`src/sv/klvp_pkg.sv`:
```
`timescale 1ns / 1ps
// ----------------------------------------------------------------------------
// klvp_pkg
// shared types, constants and tag table for the telemetry field parser
// ----------------------------------------------------------------------------
package klvp_pkg;

    localparam int KeyMaxBytes = 16;
    localparam int RecentDepth = 15;

    localparam logic [7:0] KeySearchLimitReset  = 8'd100;
    localparam logic [2:0] LengthSkipBytesReset = 3'd2;

    // configuration register indexes
    localparam logic CfgKeySearchLimit  = 1'b0;
    localparam logic CfgLengthSkipBytes = 1'b1;

    // telemetry universal key
    localparam logic [7:0] TeleKey [KeyMaxBytes] = '{
        8'h06, 8'h0E, 8'h2B, 8'h34, 8'h02, 8'h0B, 8'h01, 8'h01,
        8'h0E, 8'h01, 8'h03, 8'h01, 8'h01, 8'h00, 8'h00, 8'h00
    };

    typedef enum logic [2:0] {
        PH_SEARCH = 3'd0,
        PH_SKIP   = 3'd1,
        PH_TAG    = 3'd2,
        PH_LEN    = 3'd3,
        PH_VALUE  = 3'd4
    } t_phase;

    typedef struct packed {
        logic [4:0]  field_tag;
        logic [63:0] field_value;
        logic [3:0]  value_width;
        logic        length_mismatch;
    } t_field_result;

    // value width in bytes of a recognized tag, zero when unknown
    function automatic logic [3:0] tag_width(input logic [7:0] tag);
        logic [3:0] w;
        unique case (tag)
            8'd2:                                   w = 4'd8;
            8'd1, 8'd5, 8'd6, 8'd7,
            8'd15, 8'd16, 8'd17:                    w = 4'd2;
            8'd13, 8'd14, 8'd18, 8'd19, 8'd20:      w = 4'd4;
            default:                                w = 4'd0;
        endcase
        return w;
    endfunction

endpackage

```
`src/sv/klvp_key_window.sv`:
```
`timescale 1ns / 1ps
// ----------------------------------------------------------------------------
// klvp_key_window
// shift line of recent bytes and key compare against the current byte
// ----------------------------------------------------------------------------
module klvp_key_window #(
    parameter int KEY_BYTES = 16
) (
    input  logic       i_clk,
    input  logic       i_rst_n,
    input  logic       i_step,
    input  logic [7:0] i_byte,
    output logic       o_key_hit
);
    import klvp_pkg::*;

    logic [7:0] r_recent [RecentDepth];
    logic       tail_ok;

    always_comb begin
        tail_ok = 1'b1;
        for (int j = 1; j < RecentDepth + 1; j++) begin
            if (j < KEY_BYTES) begin
                if (r_recent[j - 1] != TeleKey[4'(KEY_BYTES - 1 - j)]) begin
                    tail_ok = 1'b0;
                end
            end
        end
    end

    assign o_key_hit = tail_ok && (i_byte == TeleKey[4'(KEY_BYTES - 1)]);

    always_ff @(posedge i_clk) begin
        if (!i_rst_n) begin
            for (int k = 0; k < RecentDepth; k++) begin
                r_recent[k] <= 8'd0;
            end
        end else if (i_step) begin
            r_recent[0] <= i_byte;
            for (int k = 1; k < RecentDepth; k++) begin
                r_recent[k] <= r_recent[k - 1];
            end
        end
    end

endmodule

```
`src/sv/klvp_item_walker.sv`:
```
`timescale 1ns / 1ps
// ----------------------------------------------------------------------------
// klvp_item_walker
// packet offset tracking and tag / length / value walk, one byte per step
// ----------------------------------------------------------------------------
module klvp_item_walker #(
    parameter int PACKET_BYTES = 188,
    parameter int KEY_BYTES    = 16
) (
    input  logic                    i_clk,
    input  logic                    i_rst_n,
    input  logic                    i_step,
    input  logic [7:0]              i_byte,
    input  logic                    i_first,
    input  logic                    i_last,
    input  logic                    i_key_hit,
    input  logic [7:0]              i_key_search_limit,
    input  logic [2:0]              i_length_skip_bytes,
    output logic                    o_result_valid,
    output klvp_pkg::t_field_result o_result
);
    import klvp_pkg::*;

    localparam logic [7:0] LastOffset = 8'(PACKET_BYTES - 1);
    localparam logic [8:0] KeyTail    = 9'(KEY_BYTES - 1);

    t_phase      r_phase, n_phase;
    logic [7:0]  r_offset, n_offset;
    logic [2:0]  r_skip, n_skip;
    logic [7:0]  r_tag, n_tag;
    logic [7:0]  r_length, n_length;
    logic [7:0]  r_seen, n_seen;
    logic [63:0] r_accum, n_accum;

    t_phase      eff_phase;
    logic [7:0]  eff_offset;
    logic        eff_last;
    logic        window_ok;
    logic [8:0]  key_start;
    logic [3:0]  width_cur;
    logic [7:0]  seen_inc;
    logic        finish;

    assign width_cur = tag_width(r_tag);
    assign seen_inc  = r_seen + 8'd1;

    always_comb begin
        eff_phase  = i_first ? PH_SEARCH : r_phase;
        eff_offset = i_first ? 8'd0 : r_offset;
        eff_last   = i_last || (eff_offset >= LastOffset);
        key_start  = {1'b0, eff_offset} - KeyTail;
        window_ok  = ({1'b0, eff_offset} >= KeyTail)
                     && (key_start < {1'b0, i_key_search_limit});

        n_phase  = eff_phase;
        n_skip   = r_skip;
        n_tag    = r_tag;
        n_length = r_length;
        n_seen   = r_seen;
        n_accum  = r_accum;
        finish   = 1'b0;

        unique case (eff_phase)
            PH_SEARCH: begin
                if (window_ok && i_key_hit) begin
                    n_skip  = i_length_skip_bytes;
                    n_phase = (i_length_skip_bytes == 3'd0) ? PH_TAG : PH_SKIP;
                end
            end
            PH_SKIP: begin
                n_skip = r_skip - 3'd1;
                if (n_skip == 3'd0) begin
                    n_phase = PH_TAG;
                end
            end
            PH_TAG: begin
                n_tag   = i_byte;
                n_phase = PH_LEN;
            end
            PH_LEN: begin
                n_length = i_byte;
                n_seen   = 8'd0;
                n_accum  = 64'd0;
                if (i_byte == 8'd0) begin
                    finish  = 1'b1;
                    n_phase = PH_TAG;
                end else begin
                    n_phase = PH_VALUE;
                end
            end
            PH_VALUE: begin
                if (r_seen < {4'd0, width_cur}) begin
                    n_accum = {r_accum[55:0], i_byte};
                end
                n_seen = seen_inc;
                if (seen_inc == r_length) begin
                    finish  = 1'b1;
                    n_phase = PH_TAG;
                end
            end
            default: begin
                n_phase = PH_SEARCH;
            end
        endcase

        if (eff_last) begin
            n_offset = 8'd0;
            n_phase  = PH_SEARCH;
        end else if (eff_offset != 8'hFF) begin
            n_offset = eff_offset + 8'd1;
        end else begin
            n_offset = eff_offset;
        end
    end

    // result uses the tag held from the tag byte and the updated length and value
    always_comb begin
        o_result_valid           = finish && (width_cur != 4'd0);
        o_result.field_tag       = r_tag[4:0];
        o_result.field_value     = n_accum;
        o_result.value_width     = width_cur;
        o_result.length_mismatch = (n_length != {4'd0, width_cur});
    end

    always_ff @(posedge i_clk) begin
        if (!i_rst_n) begin
            r_phase  <= PH_SEARCH;
            r_offset <= 8'd0;
            r_skip   <= 3'd0;
            r_tag    <= 8'd0;
            r_length <= 8'd0;
            r_seen   <= 8'd0;
            r_accum  <= 64'd0;
        end else if (i_step) begin
            r_phase  <= n_phase;
            r_offset <= n_offset;
            r_skip   <= n_skip;
            r_tag    <= n_tag;
            r_length <= n_length;
            r_seen   <= n_seen;
            r_accum  <= n_accum;
        end
    end

endmodule

```
`src/sv/klv_telemetry_field_parser.sv`:
```
`timescale 1ns / 1ps
// ----------------------------------------------------------------------------
// klv_telemetry_field_parser
// extracts telemetry local set fields from transport packet payload bytes
// ----------------------------------------------------------------------------
// Payload bytes enter one beat per cycle, marked with packet_first and
// packet_last. In each packet the parser looks for the 16-byte telemetry key
// starting below offset key_search_limit, skips length_skip_bytes bytes of set
// length, then walks tag/length/value items to the packet end. Each complete
// item with a recognized tag (1, 2, 5-7, 13-20) produces one output beat with
// the tag, its big-endian value cut to the tag width, the width and a length
// mismatch flag; other items and items cut off by the packet end give nothing.
// A byte is held in an input register, walked through one stage of logic and
// its result lands in an output register, one byte per cycle sustained, with
// input stall raised only while a byte is held and a result waits downstream
// under output stall. The user must write configuration only while the
// parser is idle; the parser itself does not enforce this.
// ----------------------------------------------------------------------------
module klv_telemetry_field_parser #(
    parameter int PACKET_BYTES = 188,
    parameter int KEY_BYTES    = 16
) (
    input  logic        i_clk,
    input  logic        i_rst_n,
    // configuration write port
    input  logic        i_cfg_we,
    input  logic        i_cfg_index,
    input  logic [7:0]  i_cfg_data,
    // byte input channel
    input  logic        i_in_valid,
    output logic        o_in_stall,
    input  logic [7:0]  i_data_byte,
    input  logic        i_packet_first,
    input  logic        i_packet_last,
    // field output channel
    output logic        o_out_valid,
    input  logic        i_out_stall,
    output logic [4:0]  o_field_tag,
    output logic [63:0] o_field_value,
    output logic [3:0]  o_value_width,
    output logic        o_length_mismatch
);
    import klvp_pkg::*;

    // configuration registers
    logic [7:0]    r_key_search_limit;
    logic [2:0]    r_length_skip_bytes;

    // input register
    logic          r_in_valid;
    logic [7:0]    r_byte;
    logic          r_first;
    logic          r_last;

    // output register
    logic          r_out_valid;
    t_field_result r_out;

    logic          step;
    logic          in_take;
    logic          key_hit;
    logic          result_valid;
    t_field_result result;

    // held byte is walked when the output register is free or being drained
    assign step       = r_in_valid && (!r_out_valid || !i_out_stall);
    assign o_in_stall = r_in_valid && !step;
    assign in_take    = i_in_valid && !o_in_stall;

    always_ff @(posedge i_clk) begin
        if (!i_rst_n) begin
            r_key_search_limit  <= KeySearchLimitReset;
            r_length_skip_bytes <= LengthSkipBytesReset;
        end else if (i_cfg_we) begin
            unique case (i_cfg_index)
                CfgKeySearchLimit:  r_key_search_limit  <= i_cfg_data;
                CfgLengthSkipBytes: r_length_skip_bytes <= i_cfg_data[2:0];
                default: ;
            endcase
        end
    end

    always_ff @(posedge i_clk) begin
        if (!i_rst_n) begin
            r_in_valid <= 1'b0;
        end else if (in_take) begin
            r_in_valid <= 1'b1;
        end else if (step) begin
            r_in_valid <= 1'b0;
        end
    end

    // input payload, no reset needed
    always_ff @(posedge i_clk) begin
        if (in_take) begin
            r_byte  <= i_data_byte;
            r_first <= i_packet_first;
            r_last  <= i_packet_last;
        end
    end

    klvp_key_window #(
        .KEY_BYTES (KEY_BYTES)
    ) u_key_window (
        .i_clk     (i_clk),
        .i_rst_n   (i_rst_n),
        .i_step    (step),
        .i_byte    (r_byte),
        .o_key_hit (key_hit)
    );

    klvp_item_walker #(
        .PACKET_BYTES (PACKET_BYTES),
        .KEY_BYTES    (KEY_BYTES)
    ) u_item_walker (
        .i_clk               (i_clk),
        .i_rst_n             (i_rst_n),
        .i_step              (step),
        .i_byte              (r_byte),
        .i_first             (r_first),
        .i_last              (r_last),
        .i_key_hit           (key_hit),
        .i_key_search_limit  (r_key_search_limit),
        .i_length_skip_bytes (r_length_skip_bytes),
        .o_result_valid      (result_valid),
        .o_result            (result)
    );

    // output register: refilled on every step, emptied when drained
    always_ff @(posedge i_clk) begin
        if (!i_rst_n) begin
            r_out_valid <= 1'b0;
        end else if (step) begin
            r_out_valid <= result_valid;
        end else if (!i_out_stall) begin
            r_out_valid <= 1'b0;
        end
    end

    always_ff @(posedge i_clk) begin
        if (step && result_valid) begin
            r_out <= result;
        end
    end

    assign o_out_valid       = r_out_valid;
    assign o_field_tag       = r_out.field_tag;
    assign o_field_value     = r_out.field_value;
    assign o_value_width     = r_out.value_width;
    assign o_length_mismatch = r_out.length_mismatch;

endmodule

```
`config.mk`:
```
export PLATFORM = sky130hd
export DESIGN_NAME = klv_telemetry_field_parser
export DESIGN_NICKNAME = d
export VERILOG_FILES = /design/src/sv/klvp_pkg.sv /design/src/sv/klvp_key_window.sv /design/src/sv/klvp_item_walker.sv /design/src/sv/klv_telemetry_field_parser.sv
export SDC_FILE = /design/constraint.sdc
export NUM_CORES = 1
export LEC_CHECK = 0
export ABC_AREA = 1
export BUFFER_PORTS_ARGS = -buffer_cell sky130_fd_sc_hd__buf_2
export CAP_MARGIN = 20
export CORE_UTILIZATION = 60
export DETAILED_ROUTE_END_ITERATION = 6
export GPL_ROUTABILITY_DRIVEN = 0
export PLACE_DENSITY = 0.79
export SETUP_SLACK_MARGIN = 0.02
export SYNTH_ARGS = -nofsm -noshare
export SYNTH_HDL_FRONTEND = slang
export SYNTH_HIERARCHICAL = 1
export SYNTH_SLANG_ARGS = --single-unit
```
`constraint.sdc`:
```
create_clock -name i_clk -period 6.8 [get_ports i_clk]
set_input_delay 1.36 -clock i_clk [delete_from_list [all_inputs] [get_ports i_clk]]
set_output_delay 1.36 -clock i_clk [all_outputs]
set_load 0.02 [all_outputs]
```
==> out/summary.txt, run 1 <==
Grt ovf - 0
Cells after Synth - 1591
Max FFs per register - 120
YS warnings - 6
Die X - 156.2 µm
Vias - 10280
CP Capture Type - register
Maximum Capacitance Violations - 0
Final setup vio count - 0
Post-synth top area share - 42.93%
Sequential area share after synthesis - 59.48%
Crit path DAT - 3620 ps
Die area - 0.02440 mm²
Mapped Nets - 1630
H-tree depth - 1
Layout Nets - 1703
Fin Hold WS - 431.3 ps
Post-CTS Repair Setup Buffers - 0
Largest net degree at the start of global routing - 94
Biggest register - u_key_window/r_recent
CTS Root Cell - clkbuf_16
Setup slack, reg-to-reg - 3360 ps
Cell type with the largest total area after synthesis - edfxtp_1
Initial DRC Count - 801
Clock sinks - 322
Syn_area_per_cell - 8.969 µm²
DRC errors left - 0
RSZ-0062 raised after global routing - false
Peak VDD IR - 0.1823 mV
EDFF count, synth - 204
R2R Path Start - u_item_walker/r_seen[2]$_SDFFE_PN0P_
# hold bufs at CTS - 0
CORE AREA - 0.02340 mm²
Final Util - 67.79%
HPWL after DPL - 17810 µm
Count of different cell masters after synthesis - 41
Status - complete, no violations
IO Count - 100
Initial antenna violation count - 0
Synth area leaders - edfxtp_1 (43%), dfxtp_1 (17%), inv_1 (9.8%)
Routed vias/inst - 5.121
Most common cell after layout, fill and taps aside - inv_1
Power per cell area - 259.5 mW/mm²
Drt total wl - 27940 µm
CP Max Fanout - 64
TritonCTS Buffers - 31
Filler cells - 1784
CP Launch Type - register
Worst Setup Path Type - register to register
Post-Place Worst Slack - 2449 ps
Vias in the first global route - 9664
CTS tree - yes
CTS clk-pin slew, worst paths - 60 ps
R2r worst-path depth - 11
Final period util - 50.61%
Lkg Pwr - 7.402 nW
Fmax - 0.2906 GHz
FF+latch count, synth - 322
Type of the tightest min-delay check - register to register
Critical hold path startpoint - u_item_walker/r_tag[3]$_SDFFE_PN0P_
Most frequent cells in the layout - inv_1 (371), nand2_1 (247), edfxtp_1 (204)
Final setup margin - 3358 ps
Ant diodes - 0
FP Rows - 56
Max_slew headroom - 31.75%
Total GRT Usage - 23.12%
Worst-margin pin slew - 1024 ps
First-pass GRT wire length - 45370 µm
Share of layout cells above drive strength 1 - 13.09%
Final ANT Viol Nets - 0
Ys flop type - edfxtp_1
Initial Utilization - 60.98%
Clock period minus final worst setup slack - 3442 ps
Setup TNS - 0 ps
Wire length per cell - 13.92 µm
Post-cts resize count - 0
Iteration count of the initial detailed-routing pass - 5
Hold Fails Final Rpt - 0
Hold Path Depth - 0
Source-to-sink clock delay at the later pin of the worst-skew pair - 550 ps
Mapped Area - 0.01427 mm²
Fin. max-slew vios - 0
Fraction of registers with async set/reset - 0%
Port bufs - 99
Worst EP required - 6970 ps
Clk_skew - 13.28 ps
Clock Tree Buf Depth - 3
Die Ht - 156.2 µm
Syn-to-layout area delta - 11.18%
R2r endpoint - o_field_value[2]$_DFFE_PP_
Hold EP - o_field_tag[3]$_DFFE_PP_
## cell families (layout without fill, tap and decap cells)
kind of cell / Yosys count / after routing / share of synthesized area (%)
AO/OA/AOI/OAI: 280 / 280 / 11.10
buffers and inverters: 446 / 543 / 12.85
XOR/XNOR: 6 / 6 / 0.3683
flip-flops: 322 / 322 / 59.48
other: 1 / 1 / 0.02628
adder cells (fa/ha/maj): 15 / 15 / 1.315
AND/OR/NAND/NOR: 521 / 521 / 14.85
## per-layer routing
layer / up-vias / global-route usage, % / share of wire (%)
met2: 286 / 39.77 / 50
met5: - / 0 / 0
li1: 5145 / - / -
met3: 61 / 2.991 / 4.8
met4: 0 / 7.843 / 2.8
met1: 4785 / 30.22 / 43
## power breakdown
group	switching [mW]	internal [mW]
combinational	0.151	0.0731
clock	0.713	0.967
sequential	0.0477	2.17
## worst max-delay path, stage by stage, from the launching register on
cell and delay (ps):
dfxtp_1 500, nand2_1 90, nor2_1 300, nand4_1 210, nand3_1 130, nand2_1 100
nor3_1 200, nand4_1 140, a21oi_1 180, inv_1 110, nor2_4 320, buf_4 730
## cell type report
| type | instances | area [µm²] | share of cell area [%] |
|---|---|---|---|
| Multi-Input combinational cell | 823 | 3963 | 24.98 |
| Clock inverter | 19 | 161.4 | 1.017 |
| Clock buffer | 38 | 853.3 | 5.379 |
| Sequential cell | 322 | 8488 | 53.50 |
| Timing Repair Buffer | 107 | 575.6 | 3.628 |
| Inverter | 379 | 1425 | 8.983 |
| Tap cell | 319 | 399.1 | 2.516 |
## synth_stat cells (3+ instances only)
| library cell | instances |
|---|---|
| nand4_1 | 8 |
| nand3_1 | 51 |
| nand2_1 | 248 |
| a21oi_2 | 19 |
| nor2_1 | 189 |
| ha_1 | 15 |
| a21oi_1 | 129 |
| nor2_2 | 4 |
| or2_2 | 3 |
| buf_2 | 12 |
| o21ai_2 | 20 |
| nor3_1 | 8 |
| xor2_1 | 5 |
| buf_4 | 12 |
| nor4_1 | 3 |
| inv_2 | 5 |
| edfxtp_1 | 204 |
| dfxtp_1 | 118 |
| buf_6 | 13 |
| o21ai_0 | 80 |
| clkbuf_1 | 29 |
| o21ai_1 | 23 |
| o211ai_1 | 3 |
| inv_1 | 373 |
## stage by stage
step | total power, mW | instances | cell area (µm²)
global route | 4.270 | 2007 | 15870
CTS | 4.150 | 2006 | 15840
global placement | 2.460 | 1949 | 14820
finish | 4.117 | 2007 | 15870
floorplan | 2.417 | 1591 | 14270
detailed placement | 2.474 | 1949 | 14820
## worst max path at each step
stage / start / end / slack (ps) / cells after the start
3_5_place_dp: i_out_stall / u_key_window/r_recent[3][0]$_SDFFCE_PN0P_ / 2450 / 8
5_1_grt: u_item_walker/r_seen[2]$_SDFFE_PN0P_ / o_field_value[2]$_DFFE_PP_ / 3000 / 13
2_1_floorplan: i_out_stall / o_field_tag[0]$_DFFE_PP_ / 1710 / 3
3_3_place_gp: i_out_stall / u_key_window/r_recent[3][0]$_SDFFCE_PN0P_ / 2520 / 8
4_1_cts: i_out_stall / u_key_window/r_recent[3][10]$_SDFFCE_PN0P_ / 3020 / 8
6_report: u_item_walker/r_seen[2]$_SDFFE_PN0P_ / o_field_value[2]$_DFFE_PP_ / 3360 / 11
No activity file was read; power rests on OpenSTA's default activity.
==> run 2, diff against run 1 <==
--- a/config.mk
+++ b/config.mk
@@ -5,13 +5,13 @@
 export SDC_FILE = /design/constraint.sdc
 export NUM_CORES = 1
 export LEC_CHECK = 0
-export ABC_AREA = 1
+export ABC_AREA = 0
 export BUFFER_PORTS_ARGS = -buffer_cell sky130_fd_sc_hd__buf_2
 export CAP_MARGIN = 20
 export CORE_UTILIZATION = 60
 export DETAILED_ROUTE_END_ITERATION = 6
 export GPL_ROUTABILITY_DRIVEN = 0
-export PLACE_DENSITY = 0.79
+export PLACE_DENSITY = 0.8
 export SETUP_SLACK_MARGIN = 0.02
 export SYNTH_ARGS = -nofsm -noshare
 export SYNTH_HDL_FRONTEND = slang
==> constraint.sdc (replaced) <==
create_clock -name i_clk -period 3.49 [get_ports i_clk]
set_input_delay 0.698 -clock i_clk [delete_from_list [all_inputs] [get_ports i_clk]]
set_output_delay 0.698 -clock i_clk [all_outputs]
set_load 0.02 [all_outputs]
==> run 2 against run 1 <==
  * Sequential share of layout area up 3.3 points
  * Critical endpoint is now u_item_walker/r_skip[1]$_SDFFE_PN0P_
  * Via count is 17% lower
  * Fmax is 11% higher
  * Worst hold slack got worse by 120 ps
  * Global-route usage rose by 0.31 points
  * Non-clock buffer count rose by 13
  * Largest power group unchanged
  * Critical path depth rose by 4
==> out/summary.txt, run 2 <==
Routed vias/inst - 6.060 (was 5.121)
Mapped Nets - 1068 (was 1630)
Fmax - 0.3216 GHz (was 0.2906 GHz)
CTS tree - yes (unchanged)
Port bufs - 99 (unchanged)
IO Count - 100 (unchanged)
CP Capture Type - register (unchanged)
Die Ht - 150.1 µm (was 156.2 µm)
Vias - 8526 (was 10280)
Final period util - 89.09% (was 50.61%)
Fin cells - 1407 (was 2007)
Post-CTS Repair Setup Buffers - 0 (unchanged)
Iteration count of the initial detailed-routing pass - 5 (unchanged)
Clock sinks - 322 (unchanged)
H-tree depth - 1 (unchanged)
Final ANT Viol Nets - 0 (unchanged)
Most frequent cell after synthesis - edfxtp_1 (was inv_1)
CP Launch Type - register (unchanged)
Wire length per cell - 18.58 µm (was 13.92 µm)
Ys flop type - edfxtp_1 (unchanged)
Max FFs per register - 120 (unchanged)
Initial DRC Count - 754 (was 801)
Power per cell area - 518.1 mW/mm² (was 259.5 mW/mm²)
Final Util - 70.16% (was 67.79%)
Mapped Area - 0.01316 mm² (was 0.01427 mm²)
CP Max Fanout - 9 (was 64)
DRC errors left - 0 (unchanged)
Grt ovf - 0 (unchanged)
Peak VDD IR - 0.3881 mV (was 0.1823 mV)
Clock Tree Buf Depth - 3 (unchanged)
Fraction of registers with async set/reset - 0% (unchanged)
Die area - 0.02253 mm² (was 0.02440 mm²)
Fin. max-slew vios - 0 (unchanged)
Max incr delay on CP - 480 ps (was 730 ps)
RSZ-0062 raised after global routing - false (unchanged)
YS warnings - 6 (unchanged)
Most frequent cells in the layout - edfxtp_1 (204), a22o_1 (128), dfxtp_1 (118) (was inv_1 (371), nand2_1 (247), edfxtp_1 (204))
Ant diodes - 0 (unchanged)
FP Rows - 53 (was 56)
Lkg Pwr - 5.621 nW (was 7.402 nW)
Final setup vio count - 0 (unchanged)
CTS Root Cell - clkbuf_16 (unchanged)
Worst EP required - 3900 ps (was 6970 ps)
Share of layout cells above drive strength 1 - 17.40% (was 13.09%)
Number of placed instances, taps included - 1350 (was 1949)
Initial antenna violation count - 0 (unchanged)
Maximum Capacitance Violations - 0 (unchanged)
Biggest register - u_key_window/r_recent (unchanged)
Layout Nets - 1147 (was 1703)
Cells after Synth - 1029 (was 1591)
Critical path buffers and inverters - 3 (was 2)
Syn-to-layout area delta - 13.49% (was 11.18%)
Sequential area share after synthesis - 64.50% (was 59.48%)
FF+latch count, synth - 322 (unchanged)
Setup slack, reg-to-reg - 380 ps (was 3360 ps)
Crit path DAT - 3520 ps (was 3620 ps)
Status - complete, no violations (unchanged)
EDFF count, synth - 204 (unchanged)
Largest net degree at the start of global routing - 75 (was 94)
Clk_skew - 31.43 ps (was 13.28 ps)
Delay-heaviest family, CP - compound AO/OA/AOI/OAI gates (was simple AND/OR/NAND/NOR gates)
Max_slew headroom - 53.64% (was 31.75%)
HPWL after DPL - 16080 µm (was 17810 µm)
Count of different cell masters after synthesis - 79 (was 41)
Die X - 150.1 µm (was 156.2 µm)
Setup TNS - 0 ps (unchanged)
Cell type with the largest total area after synthesis - edfxtp_1 (unchanged)
Vias in the first global route - 8142 (was 9664)
Total GRT Usage - 23.43% (was 23.12%)
Worst-margin pin slew - 695.3 ps (was 1024 ps)
# hold bufs at CTS - 0 (unchanged)
CP max stage cell - edfxtp_1 (was buf_4)
TritonCTS Buffers - 31 (unchanged)
Synth area leaders - edfxtp_1 (47%), dfxtp_1 (18%), a22o_1 (8.5%) (was edfxtp_1 (43%), dfxtp_1 (17%), inv_1 (9.8%))
Syn_area_per_cell - 12.79 µm² (was 8.969 µm²)
Type of the tightest min-delay check - primary input to register (was register to register)
Initial Utilization - 61.82% (was 60.98%)
Post-synth top area share - 46.55% (was 42.93%)
Most common cell after layout, fill and taps aside - edfxtp_1 (was inv_1)
Worst Setup Path Type - register to register (unchanged)
Post-cts resize count - 0 (unchanged)
CTS clk-pin slew, worst paths - 60 ps (about the same)
Drt total wl - 26140 µm (was 27940 µm)
First-pass GRT wire length - 41790 µm (was 45370 µm)
Hold Fails Final Rpt - 0 (unchanged)
Clock period minus final worst setup slack - 3109 ps (was 3442 ps)
CORE AREA - 0.02129 mm² (was 0.02340 mm²)
Worst-path cell chain - inv_1, nand2_1, inv_1, ha_1, and3_1, nor3_1, xnor2_1, nand2_1, ha_1, a22o_1, o41ai_1, buf_4, o21ai_2, a211oi_1, a211oi_1 (was nand2_1, nor2_1, nand4_1, nand3_1, nand2_1, nor3_1, nand4_1, a21oi_1, inv_1, nor2_4, buf_4)
Source-to-sink clock delay at the later pin of the worst-skew pair - 560 ps (was 550 ps)
Synth cell count leaders - edfxtp_1 (204), a22o_1 (128), dfxtp_1 (118), and3_1 (84), nand2_1 (56) (was inv_1 (373), nand2_1 (248), edfxtp_1 (204), nor2_1 (189), a21oi_1 (129))
run 2: cell types whose count changed after synthesis, moves of 46 or more:
cell,change
a21oi_1,-95
a22o_1,+128
and2_1,+46
and3_1,+83
inv_1,-345
nand2_1,-192
nor2_1,-158
o21ai_0,-59
run 2: power by group:
part / internal (mW) / switching, mW / total (mW)
combinational: 0.0782 / 0.139 / 0.217
clock: 1.94 / 1.38 / 3.32
sequential: 4.15 / 0.0560 / 4.21
total: 6.17 / 1.57 / 7.74
run 2: cells by family after synthesis:
logic type	after synthesis	share of synthesized area (%)
buffers and inverters	102	3.575
DFF	322	64.50
adders and majority gates	15	1.426
xor gates and xnor gates	17	1.131
AOI/OAI and AO/OA	233	13.72
muxes	14	1.112
and+or+nand+nor	325	14.51
other	1	0.02850
run 2: worst register-to-register path, stage by stage (launching register included):
cell and delay, ps:
edfxtp_1 480, inv_1 90, nand2_1 90, inv_1 50, ha_1 210, and3_1 240
nor3_1 180, xnor2_1 150, nand2_1 80, ha_1 290, a22o_1 220, o41ai_1 280
buf_4 200, o21ai_2 100, a211oi_1 250, a211oi_1 90
run 2: stage by stage:
stage	total power [mW]	setup slack [ps]	hold slack, ps	area [µm²]
final	7.738	380.7	308.3	14940
after global routing	7.998	230.9	281.4	14940
after detailed placement	4.504	462.8	428.3	13910
after floorplan	4.415	101.2	430.5	13170
after CTS	7.805	387.2	288.3	14940
after global placement	4.494	604.8	415.3	13910
run 2: final timing paths:
kind / start / end / depth (start not counted)
setup / recovery: r_first$_DFFE_PP_ / u_item_walker/r_skip[1]$_SDFFE_PN0P_ / 15
hold / removal: i_data_byte[0] / r_byte[0]$_DFFE_PP_ / 1
setup reg to reg: r_first$_DFFE_PP_ / u_item_walker/r_skip[1]$_SDFFE_PN0P_ / 15
hold reg to reg: u_item_walker/r_tag[1]$_SDFFE_PN0P_ / o_field_tag[1]$_DFFE_PP_ / 0
run 2: area by class of cell:
type / instances / area, µm²
inverter: 28 / 105.1
sequential: 322 / 8488
tap: 275 / 344.1
multi-input combinational: 605 / 4245
clock inverter: 17 / 172.7
clock buffer: 40 / 849.6
fill: 1448 / 6351
timing repair buffer: 120 / 730.7
run 2: metal layers:
metal  vias to the layer above  wire length (µm)  share of wire (%)  track usage, %
met5                         -                 0                  0               0
met1                      4206             11490                 44           32.34
met2                       243             12760                 49           38.84
met4                         0               397                1.5           6.010
met3                        33              1490                5.7           3.727
li1                       4044                 -                  -               -
